==> src/hdl/hdlc_dfr_pkg.sv <==
package hdlc_dfr_pkg;

   localparam int CFG_W               = 13;
   localparam int FRAME_LEN_W         = 12;
   localparam int MAX_FRAME_BYTES_DEF = 4096;
   localparam int MIN_FRAME_BYTES     = 3;

   localparam logic [CFG_W-1:0] CFG_RESET = 13'd4096;

   localparam logic [7:0]  FLAG_OCTET = 8'h7E;
   localparam logic [7:0]  ESC_OCTET  = 8'h7D;
   localparam logic [7:0]  ESC_XOR    = 8'h20;
   localparam logic [15:0] CRC_INIT   = 16'hFFFF;
   localparam logic [15:0] CRC_XOROUT = 16'hFFFF;
   localparam logic [15:0] CRC_POLY   = 16'h8408;

   typedef enum logic [1:0] {
      PH_IDLE = 2'd0,
      PH_RECV = 2'd1,
      PH_ESC  = 2'd2
   } phase_type;

   typedef enum logic [2:0] {
      ST_IDLE     = 3'd0,
      ST_PENDING  = 3'd1,
      ST_GOOD     = 3'd2,
      ST_BADFCS   = 3'd3,
      ST_ABORT    = 3'd4,
      ST_OVERFLOW = 3'd5,
      ST_SHORT    = 3'd6
   } status_type;

   typedef struct packed {
      status_type             status;
      logic                   payload_valid;
      logic [7:0]             payload_byte;
      logic [FRAME_LEN_W-1:0] frame_length;
   } result_type;

   // Reflected CRC-16 update over one byte, least significant bit first.
   function automatic logic [15:0] crc_byte(input logic [15:0] crc, input logic [7:0] b);
      logic [15:0] c;
      c = crc ^ {8'h00, b};
      for (int i = 0; i < 8; i++) begin
         c = c[0] ? ((c >> 1) ^ CRC_POLY) : (c >> 1);
      end
      return c;
   endfunction

endpackage

==> src/hdl/hdlc_async_deframer_fcs_check.sv <==
// An accepted word waits in the input register until the result register is free, then its
// result is registered there. Throughput: one word per cycle while rsp_stall is low.
// The CRC byte update and phase step are combinational.
// Reset (synchronous, active high) returns the deframer to idle, clears the stored count,
// sets the running CRC to all ones, empties both word registers and sets the limit to 4096.
module hdlc_async_deframer_fcs_check import hdlc_dfr_pkg::*; #(
   parameter int MAX_FRAME_BYTES = MAX_FRAME_BYTES_DEF
) (
   input  logic                   clock,
   input  logic                   reset,
   input  logic                   csr_write_enable,
   input  logic [CFG_W-1:0]       csr_write_data,
   input  logic                   req_valid,
   output logic                   req_stall,
   input  logic [7:0]             req_rx_byte,
   output logic                   rsp_valid,
   input  logic                   rsp_stall,
   output logic [2:0]             rsp_status,
   output logic                   rsp_payload_valid,
   output logic [7:0]             rsp_payload_byte,
   output logic [FRAME_LEN_W-1:0] rsp_frame_length
);

   logic [CFG_W-1:0] max_len_ff;
   logic             in_valid_ff, in_valid_in;
   logic [7:0]       in_byte_ff;
   logic             out_valid_ff, out_valid_in;
   result_type       out_result_ff;
   result_type       core_result;
   logic             advance;
   logic             step;
   logic             accept;

   // The result register frees up when it is empty or being taken this cycle.
   assign advance   = !out_valid_ff || !rsp_stall;
   assign step      = in_valid_ff && advance;
   assign req_stall = in_valid_ff && !advance;
   assign accept    = req_valid && !req_stall;

   always_comb begin
      if (accept) begin
         in_valid_in = 1'b1;
      end else if (step) begin
         in_valid_in = 1'b0;
      end else begin
         in_valid_in = in_valid_ff;
      end

      if (step) begin
         out_valid_in = 1'b1;
      end else if (!rsp_stall) begin
         out_valid_in = 1'b0;
      end else begin
         out_valid_in = out_valid_ff;
      end
   end

   always_ff @(posedge clock) begin
      if (reset) begin
         max_len_ff   <= CFG_RESET;
         in_valid_ff  <= 1'b0;
         out_valid_ff <= 1'b0;
      end else begin
         if (csr_write_enable) begin
            max_len_ff <= csr_write_data;
         end
         in_valid_ff  <= in_valid_in;
         out_valid_ff <= out_valid_in;
      end
   end

   always_ff @(posedge clock) begin
      if (accept) begin
         in_byte_ff <= req_rx_byte;
      end
      if (step) begin
         out_result_ff <= core_result;
      end
   end

   hdlc_dfr_core #(
      .MAX_FRAME_BYTES(MAX_FRAME_BYTES)
   ) u_core (
      .clock         (clock),
      .reset         (reset),
      .step          (step),
      .rx_byte       (in_byte_ff),
      .max_frame_len (max_len_ff),
      .result        (core_result)
   );

   assign rsp_valid         = out_valid_ff;
   assign rsp_status        = out_result_ff.status;
   assign rsp_payload_valid = out_result_ff.payload_valid;
   assign rsp_payload_byte  = out_result_ff.payload_byte;
   assign rsp_frame_length  = out_result_ff.frame_length;

endmodule

==> src/hdl/hdlc_dfr_core.sv <==
module hdlc_dfr_core import hdlc_dfr_pkg::*; #(
   parameter int MAX_FRAME_BYTES = MAX_FRAME_BYTES_DEF
) (
   input  logic             clock,
   input  logic             reset,
   input  logic             step,
   input  logic [7:0]       rx_byte,
   input  logic [CFG_W-1:0] max_frame_len,
   output result_type       result
);

   localparam int CNT_W = $clog2(MAX_FRAME_BYTES + 1);
   localparam int CMP_W = (CNT_W > CFG_W) ? CNT_W : CFG_W;

   localparam logic [CMP_W-1:0] LIM_LO = CMP_W'(MIN_FRAME_BYTES);
   localparam logic [CMP_W-1:0] LIM_HI = CMP_W'(MAX_FRAME_BYTES);

   phase_type        phase_ff, phase_in;
   logic [CNT_W-1:0] count_ff, count_in;
   logic [15:0]      crc_ff, crc_in;
   logic [7:0]       held_ff [2];
   logic [7:0]       held_in [2];

   logic [CMP_W-1:0] cfg_ext;
   logic [CMP_W-1:0] limit;
   logic [CMP_W-1:0] count_ext;
   logic             take;
   logic [7:0]       data;

   assign cfg_ext   = CMP_W'(max_frame_len);
   assign count_ext = CMP_W'(count_ff);

   always_comb begin
      if (cfg_ext < LIM_LO) begin
         limit = LIM_LO;
      end else if (cfg_ext > LIM_HI) begin
         limit = LIM_HI;
      end else begin
         limit = cfg_ext;
      end
   end

   always_ff @(posedge clock) begin
      if (reset) begin
         phase_ff <= PH_IDLE;
         count_ff <= '0;
         crc_ff   <= CRC_INIT;
      end else begin
         phase_ff <= phase_in;
         count_ff <= count_in;
         crc_ff   <= crc_in;
      end
   end

   always_ff @(posedge clock) begin
      held_ff[0] <= held_in[0];
      held_ff[1] <= held_in[1];
   end

   always_comb begin
      phase_in   = phase_ff;
      count_in   = count_ff;
      crc_in     = crc_ff;
      held_in[0] = held_ff[0];
      held_in[1] = held_ff[1];
      result     = '0;
      result.status = ST_IDLE;
      take       = 1'b0;
      data       = rx_byte;
      if (step) begin
         unique case (phase_ff)
            PH_RECV: begin
               if (rx_byte == FLAG_OCTET) begin
                  phase_in = PH_IDLE;
                  if (count_ff < CNT_W'(2)) begin
                     result.status = ST_SHORT;
                  end else if ({held_ff[1], held_ff[0]} == (crc_ff ^ CRC_XOROUT)) begin
                     result.status       = ST_GOOD;
                     result.frame_length = FRAME_LEN_W'(count_ext - CMP_W'(2));
                  end else begin
                     result.status = ST_BADFCS;
                  end
               end else if (rx_byte == ESC_OCTET) begin
                  phase_in      = PH_ESC;
                  result.status = ST_PENDING;
               end else begin
                  take = 1'b1;
               end
            end
            PH_ESC: begin
               if (rx_byte == FLAG_OCTET) begin
                  phase_in      = PH_IDLE;
                  result.status = ST_ABORT;
               end else begin
                  take = 1'b1;
                  data = rx_byte ^ ESC_XOR;
               end
            end
            default: begin
               phase_in = PH_IDLE;
               if (rx_byte == FLAG_OCTET) begin
                  phase_in      = PH_RECV;
                  count_in      = '0;
                  crc_in        = CRC_INIT;
                  result.status = ST_PENDING;
               end
            end
         endcase

         if (take) begin
            if (count_ext >= limit) begin
               phase_in      = PH_IDLE;
               result.status = ST_OVERFLOW;
            end else begin
               // The two newest data bytes are held back; at the closing flag they are the FCS.
               if (count_ff < CNT_W'(2)) begin
                  held_in[count_ff[0]] = data;
               end else begin
                  result.payload_valid = 1'b1;
                  result.payload_byte  = held_ff[0];
                  crc_in               = crc_byte(crc_ff, held_ff[0]);
                  held_in[0]           = held_ff[1];
                  held_in[1]           = data;
               end
               count_in      = count_ff + CNT_W'(1);
               phase_in      = PH_RECV;
               result.status = ST_PENDING;
            end
         end
      end
   end

endmodule

==> config.mk <==
export PLATFORM = sky130hd
export DESIGN_NAME = hdlc_async_deframer_fcs_check
export DESIGN_NICKNAME = d
export VERILOG_FILES = /design/src/hdl/hdlc_dfr_pkg.sv /design/src/hdl/hdlc_async_deframer_fcs_check.sv /design/src/hdl/hdlc_dfr_core.sv
export SDC_FILE = /design/constraint.sdc
export NUM_CORES = 1
export LEC_CHECK = 0
export ABC_AREA = 1
export BUFFER_PORTS_ARGS = -buffer_cell sky130_fd_sc_hd__buf_2
export CORE_MARGIN = 2
export CORE_UTILIZATION = 60
export DETAILED_ROUTE_END_ITERATION = 8
export PLACE_DENSITY = 0.82
export SETUP_SLACK_MARGIN = 0.3
export SLEW_MARGIN = 20
export SYNTH_ARGS = -nofsm -noshare
export SYNTH_HDL_FRONTEND = slang
export SYNTH_SLANG_ARGS = --single-unit
==> constraint.sdc <==
create_clock -name clock -period 3.6 [get_ports clock]
set_input_delay 0.36 -clock clock [delete_from_list [all_inputs] [get_ports clock]]
set_output_delay 0.36 -clock clock [all_outputs]
set_load 0.02 [all_outputs]
; ---- After elaboration in Yosys (flattened, before gate mapping)
; Memory sizes are Yosys's and may differ from the RTL's.
; Index checks and enable logic that the tools add are counted.
[word_totals]
register_bits = 78
mem_bits_rw = 16
output_inout_bits = 26
mem_count = 1
[memory_table]
columns = name, words, width, read_ports, rd_clocked_by_memory_dff, wr, line_no
row1 = u_core.held_ff, 2, 8, 2, 0, 2, hdlc_dfr_core.sv:21  ; logic [7:0] held_ff [2];
[classes]
n_addsub = 2
order_cmp = 6
eq_ne = 8
n_mux = 56
n_bitwise = 16
n_reduce_logical = 15
[ops]
columns = cell, n
row1 = $mux 16, 17
row2 = $mux 13, 6
row3 = $lt 13x2->1 const B, 2
row4 = $not 2->3, 8
row5 = $mux 9, 2
row6 = $bwmux 16, 1
row7 = $eq 16x16->1, 1
row8 = $eq 8x7->1 const B, 2
row9 = $mux 8, 2
row10 = $not 16->16, 1
row11 = $xor 16x8->16, 1
row12 = $add 13x1->13 const B, 1
row13 = $ge 13x13->1, 1
row14 = $gt 13x13->1 const B, 1
row15 = $mux 1, 13
row16 = $mux 12, 1
row17 = $mux 3, 4
row18 = $mux 6, 2
row19 = $sub 12x2->12 const B, 1
row20 = $demux 8 s1, 1
row21 = $mux 2, 4
row22 = $pmux 3 s2, 1
row23 = $not 1->1, 5
row24 = $logic_and 1x1->1, 4
row25 = other kinds (17), 21

; ---- Longest topological paths before layout
; An unclocked memory read counts as a cell.
[depth]
depth_word = 21
mapped_depth = 19
mapped_depth_nobuf = 19

; ---- Hierarchy
; A second synthesis with hierarchy kept.
[unflattened]
cells_unflattened = 638
area_unflattened_um2 = 5172.5
[by_module_without_submodules]
columns = mod, n_inst, cells_each, area_each_um2, seq_area_each_um2
row1 = hdlc_dfr_core, 1, 537, 3663.5, 1101.1
row2 = hdlc_async_deframer_fcs_check, 1, 101, 1508.9, 1261.2

; ---- Least setup slack after synthesis
; OpenSTA, ideal clock, no wires.
[synth_timing]
path_kind = reg2reg
startpoint = register, netlist name max_len_ff[9]
endpoint = memory u_core.held_ff[0][0], enable pin
arrival_time_ns = 2.728
slack_ns = 0.497
stages_incl_launch_ff = 18
path_buffers = 0
synth_period_minus_slack_ns = 3.103
path_cell_list = dfxtp_1 > or2_2 > nor3b_1 > nand3_1 > nand2_1 > nand2_1 > ha_1 > nand2_1 > inv_2 > nand2_1 > nand2_1 > nor2_1 > nor2_1 > nor2_4 > nand2_4 > nor2_1 > inv_1 > a21oi_1
[synth_rtl]
columns = element, line_no
row1 = "end, declared", hdlc_dfr_core.sv:21

; ---- Worst setup path after layout
[layout_timing]
startpoint = register max_len_ff[11]
endpoint = register u_core.crc_ff[14]
[layout_between]
elab_chain_len = 6
[layout_rtl]
columns = element, line_no
row1 = "start, declared", hdlc_async_deframer_fcs_check.sv:24  ; logic [CFG_W-1:0] max_len_ff;
row2 = "start signal, assigned", hdlc_async_deframer_fcs_check.sv:65  ; max_len_ff <= csr_write_data;
row3 = $gt 13x13->1, hdlc_dfr_core.sv:36  ; end else if (cfg_ext > LIM_HI) begin
row4 = $mux 13, hdlc_dfr_core.sv:36
row5 = $mux 13 *, hdlc_dfr_core.sv:34  ; if (cfg_ext < LIM_LO) begin
row6 = $ge 13x13->1 *, hdlc_dfr_core.sv:111  ; if (count_ext >= limit) begin
row7 = $mux 16 *, hdlc_dfr_core.sv:111
row8 = $mux 16 *, hdlc_dfr_core.sv:110  ; if (take) begin
row9 = "end signal, assigned", hdlc_dfr_core.sv:51  ; crc_ff <= crc_in;
row10 = "end, declared", hdlc_dfr_core.sv:20  ; logic [15:0] crc_ff, crc_in;
; Mark *: on every way between the ends. The rest lies on a longest branch, timed or not.
; A chain may end at the register's enable or synchronous reset.

==> metrics.csv <==
metric,value,unit
"most common cell after layout, fill and taps aside",nand2_1,
max_cap viols,0,
Die Y,97.9,um
WHS,168,ps
CP startpoint kind,flop,
antenna diode count,0,
Post-Synth Adder-Cell Area,4.26,%
synthesized area,0.00529,mm2
P per Cell Area,383,mW/mm2
root buffer cell,clkbuf_8,
final hold vios,0,
gr ovfl total,0,
RePlAce Congestion,0.892,
Longest Clk Path Bufs,2,
DRT iter0 DRCs,321,
main combinational cell family by area after synthesis,simple AND/OR/NAND/NOR gates,
min-delay src,req_rx_byte[2],
register area share after synthesis,44.7,%
DR WL/cell,13.8,um
status,completed,
Detailed Route WL,11.5,mm
PortBufs,51,
total die area,0.00958,mm2
vias in the first global route,4278,
Clock Sinks,94,
CP Capture Point,u_core.crc_ff[14],
Max VDD drop,0.269,mV
overall routing resource usage,23.8,%
DRC viols,0,
r2r endpoint,u_core.crc_ff[14],
mux cell area share after synthesis,0,%
Clock transition at path regs,90,ps
largest net degree at the start of global routing,49,
CP Launch Point,max_len_ff[11],
Synth Area in Compound Gates,10.3,%
Mapped Cells,672,
1st-pass router iterations,8,
Simple-Gate Fraction of Synth Area,25.8,%
critical path capture point type,flop,
Vias per Instance,5.47,
unrepaired setup endpoints after global routing,no,
Detail Placement HPWL,8.05,mm
fin crit period,3110,ps
setup TNS,0,ps
min-delay worst type,input port to flop,
Final Util,67.9,%
critical path type,flop to flop,
clk_lat worst skew,360,ps
total CTS buffers,9,
Syn-to-layout area delta,10.8,%
"Slew Viols, Final",0,
crit path DAT,3370,ps
Initial Util,61.2,%
most frequent cells in the layout,"nand2_1 (161), inv_1 (83), nor2_1 (67)",
Power Total,2.24,mW
I/O pin cnt,52,
via count,4578,
"Distinct cells, synth",41,
# rows,34,
FMAX,321,MHz
CP Max Fanout,17,
CTS tree,done,
CTS Hold Bufs,0,
H-tree levels,3,
"setup slack, reg-to-reg",490,ps
Worst Tran Pin Value,880,ps
first-pass GRT wire length,18.9,mm
Core ar.,0.00864,mm2
crit share post-route,86.4,%
setup violators final,0,
WP data required,3860,ps
Avg Inst Size Synth,7.87,um2
Static Leak,2.65,nW
Reg2Reg Depth,20,
ANT nets after route,0,
yosys synthesis warning count,0,
Setup Skew,9.27,ps
post-synthesis xor/xnor area fraction,6.29,%
die width,97.9,um
layout cells sized above 1,15.1,%
RR Startpoint,max_len_ff[11],
antenna violations before repair,0,
Max transition margin,40.8,%
syn_nets,716,
nets,768,
synthesis-stage register bit count,94,
[flip-flops by register name (all words and copies together), names as in the netlist]
name and flops:
u_core.count_ext 13, rsp_valid 1, max_len_ff 13, rsp_payload_byte 8, in_byte_ff 8, u_core.held_ff 16
rsp_frame_length 12, u_core.phase_ff 2, rsp_payload_valid 1, in_valid_ff 1, rsp_status 3, u_core.crc_ff 16
[stage by stage]
step	instance area, um2	std cells	worst slack (ps)
final	5860	837	488
after global routing	5860	837	275
after CTS	5800	831	369
after detailed placement	5610	815	315
after global placement	5610	815	500
after floorplan	5290	672	497
[cell families (layout without fill, tap and decap cells)]
family                   Yosys count  after routing
AND/OR/NAND/NOR                  314            314
AO/OA/AOI/OAI                     97             97
flip-flops                        94             94
buffers and inverters            111            168
adder cells (fa/ha/maj)           18             18
XOR/XNOR                          38             38
[worst max-delay path, stage by stage, from the launching register on]
cell and delay, ps:
dfxtp_1 340, nor4_1 310, nor3b_2 220, nand3_1 130
nand2_4 130, nand2_1 90, ha_1 290, nand2_1 60
inv_1 50, nand2_1 80, inv_1 50, nand2_1 70
nand3_1 120, nor2_4 180, nand2_4 150, buf_6 200
nor2_8 160, buf_4 160, nand2_1 60, nand3_1 90
nand2_1 50
[cells in the mapped netlist (all sizes together)]
| master | number | share of area (%) |
|---|---|---|
| nand2 | 165 | 12 |
| inv | 88 | 6.2 |
| nor2 | 84 | 7.1 |
| edfxtp | 48 | 27 |
| dfxtp | 46 | 17 |
| nand3 | 46 | 4.4 |
| a21oi | 42 | 4.2 |
| o21ai | 34 | 3.2 |
| xnor2 | 23 | 3.8 |
| ha | 18 | 4.3 |
| xor2 | 15 | 2.5 |
| o21bai | 14 | 2.0 |
| clkbuf | 13 | 0.92 |
| buf | 9 | 1.4 |
| nor3 | 7 | 0.76 |
| nor4 | 4 | 0.59 |
| or2 | 4 | 0.47 |
| a31oi | 2 | 0.24 |
| nand4 | 2 | 0.24 |
| o22ai | 2 | 0.24 |
| a21o | 1 | 0.14 |
| clkinv | 1 | 0.071 |
| nor3b | 1 | 0.14 |
| nor4b | 1 | 0.17 |
| o211ai | 1 | 0.14 |
| o221ai | 1 | 0.17 |
[worst min path at each step]
stage	to	slack [ps]	depth (start not counted)
finish	in_byte_ff[2]	170	1
global route	in_byte_ff[6]	160	1
CTS	in_byte_ff[2]	160	1
detailed placement	u_core.crc_ff[14]	490	2
global placement	u_core.crc_ff[14]	490	2
floorplan	in_byte_ff[0]	460	0
[per-layer routing]
layer | vias up | global-route usage (%) | wire [um]
met5 | - | 0 | 0
met4 | 0 | 8.87 | 219
met3 | 27 | 3.79 | 818
met2 | 187 | 38.9 | 5410
met1 | 2103 | 32.0 | 5100
li1 | 2261 | - | -
[repair_timing]
item	4_1_cts	5_1_grt
endpoints found under the setup margin	2	41
pin swaps	0	2
gates resized for setup	1	5
setup buffers	0	6
[area by class of cell]
cell class	instances	area, um2
fill	713	2770
multi-input combinational	467	2490
sequential	94	2360
timing repair buffer	63	349
inverter	89	338
tap	108	135
clock buffer	9	124
clock inverter	7	63.8
[power breakdown]
group	internal [mW]	leakage, nW	total (mW)	switching (mW)
clock	0.316	0.0945	0.684	0.367
sequential	1.17	0.836	1.21	0.0353
combinational	0.129	1.72	0.354	0.224
total	1.62	2.65	2.24	0.627
Note: power is estimated with default switching activity, not from simulation.
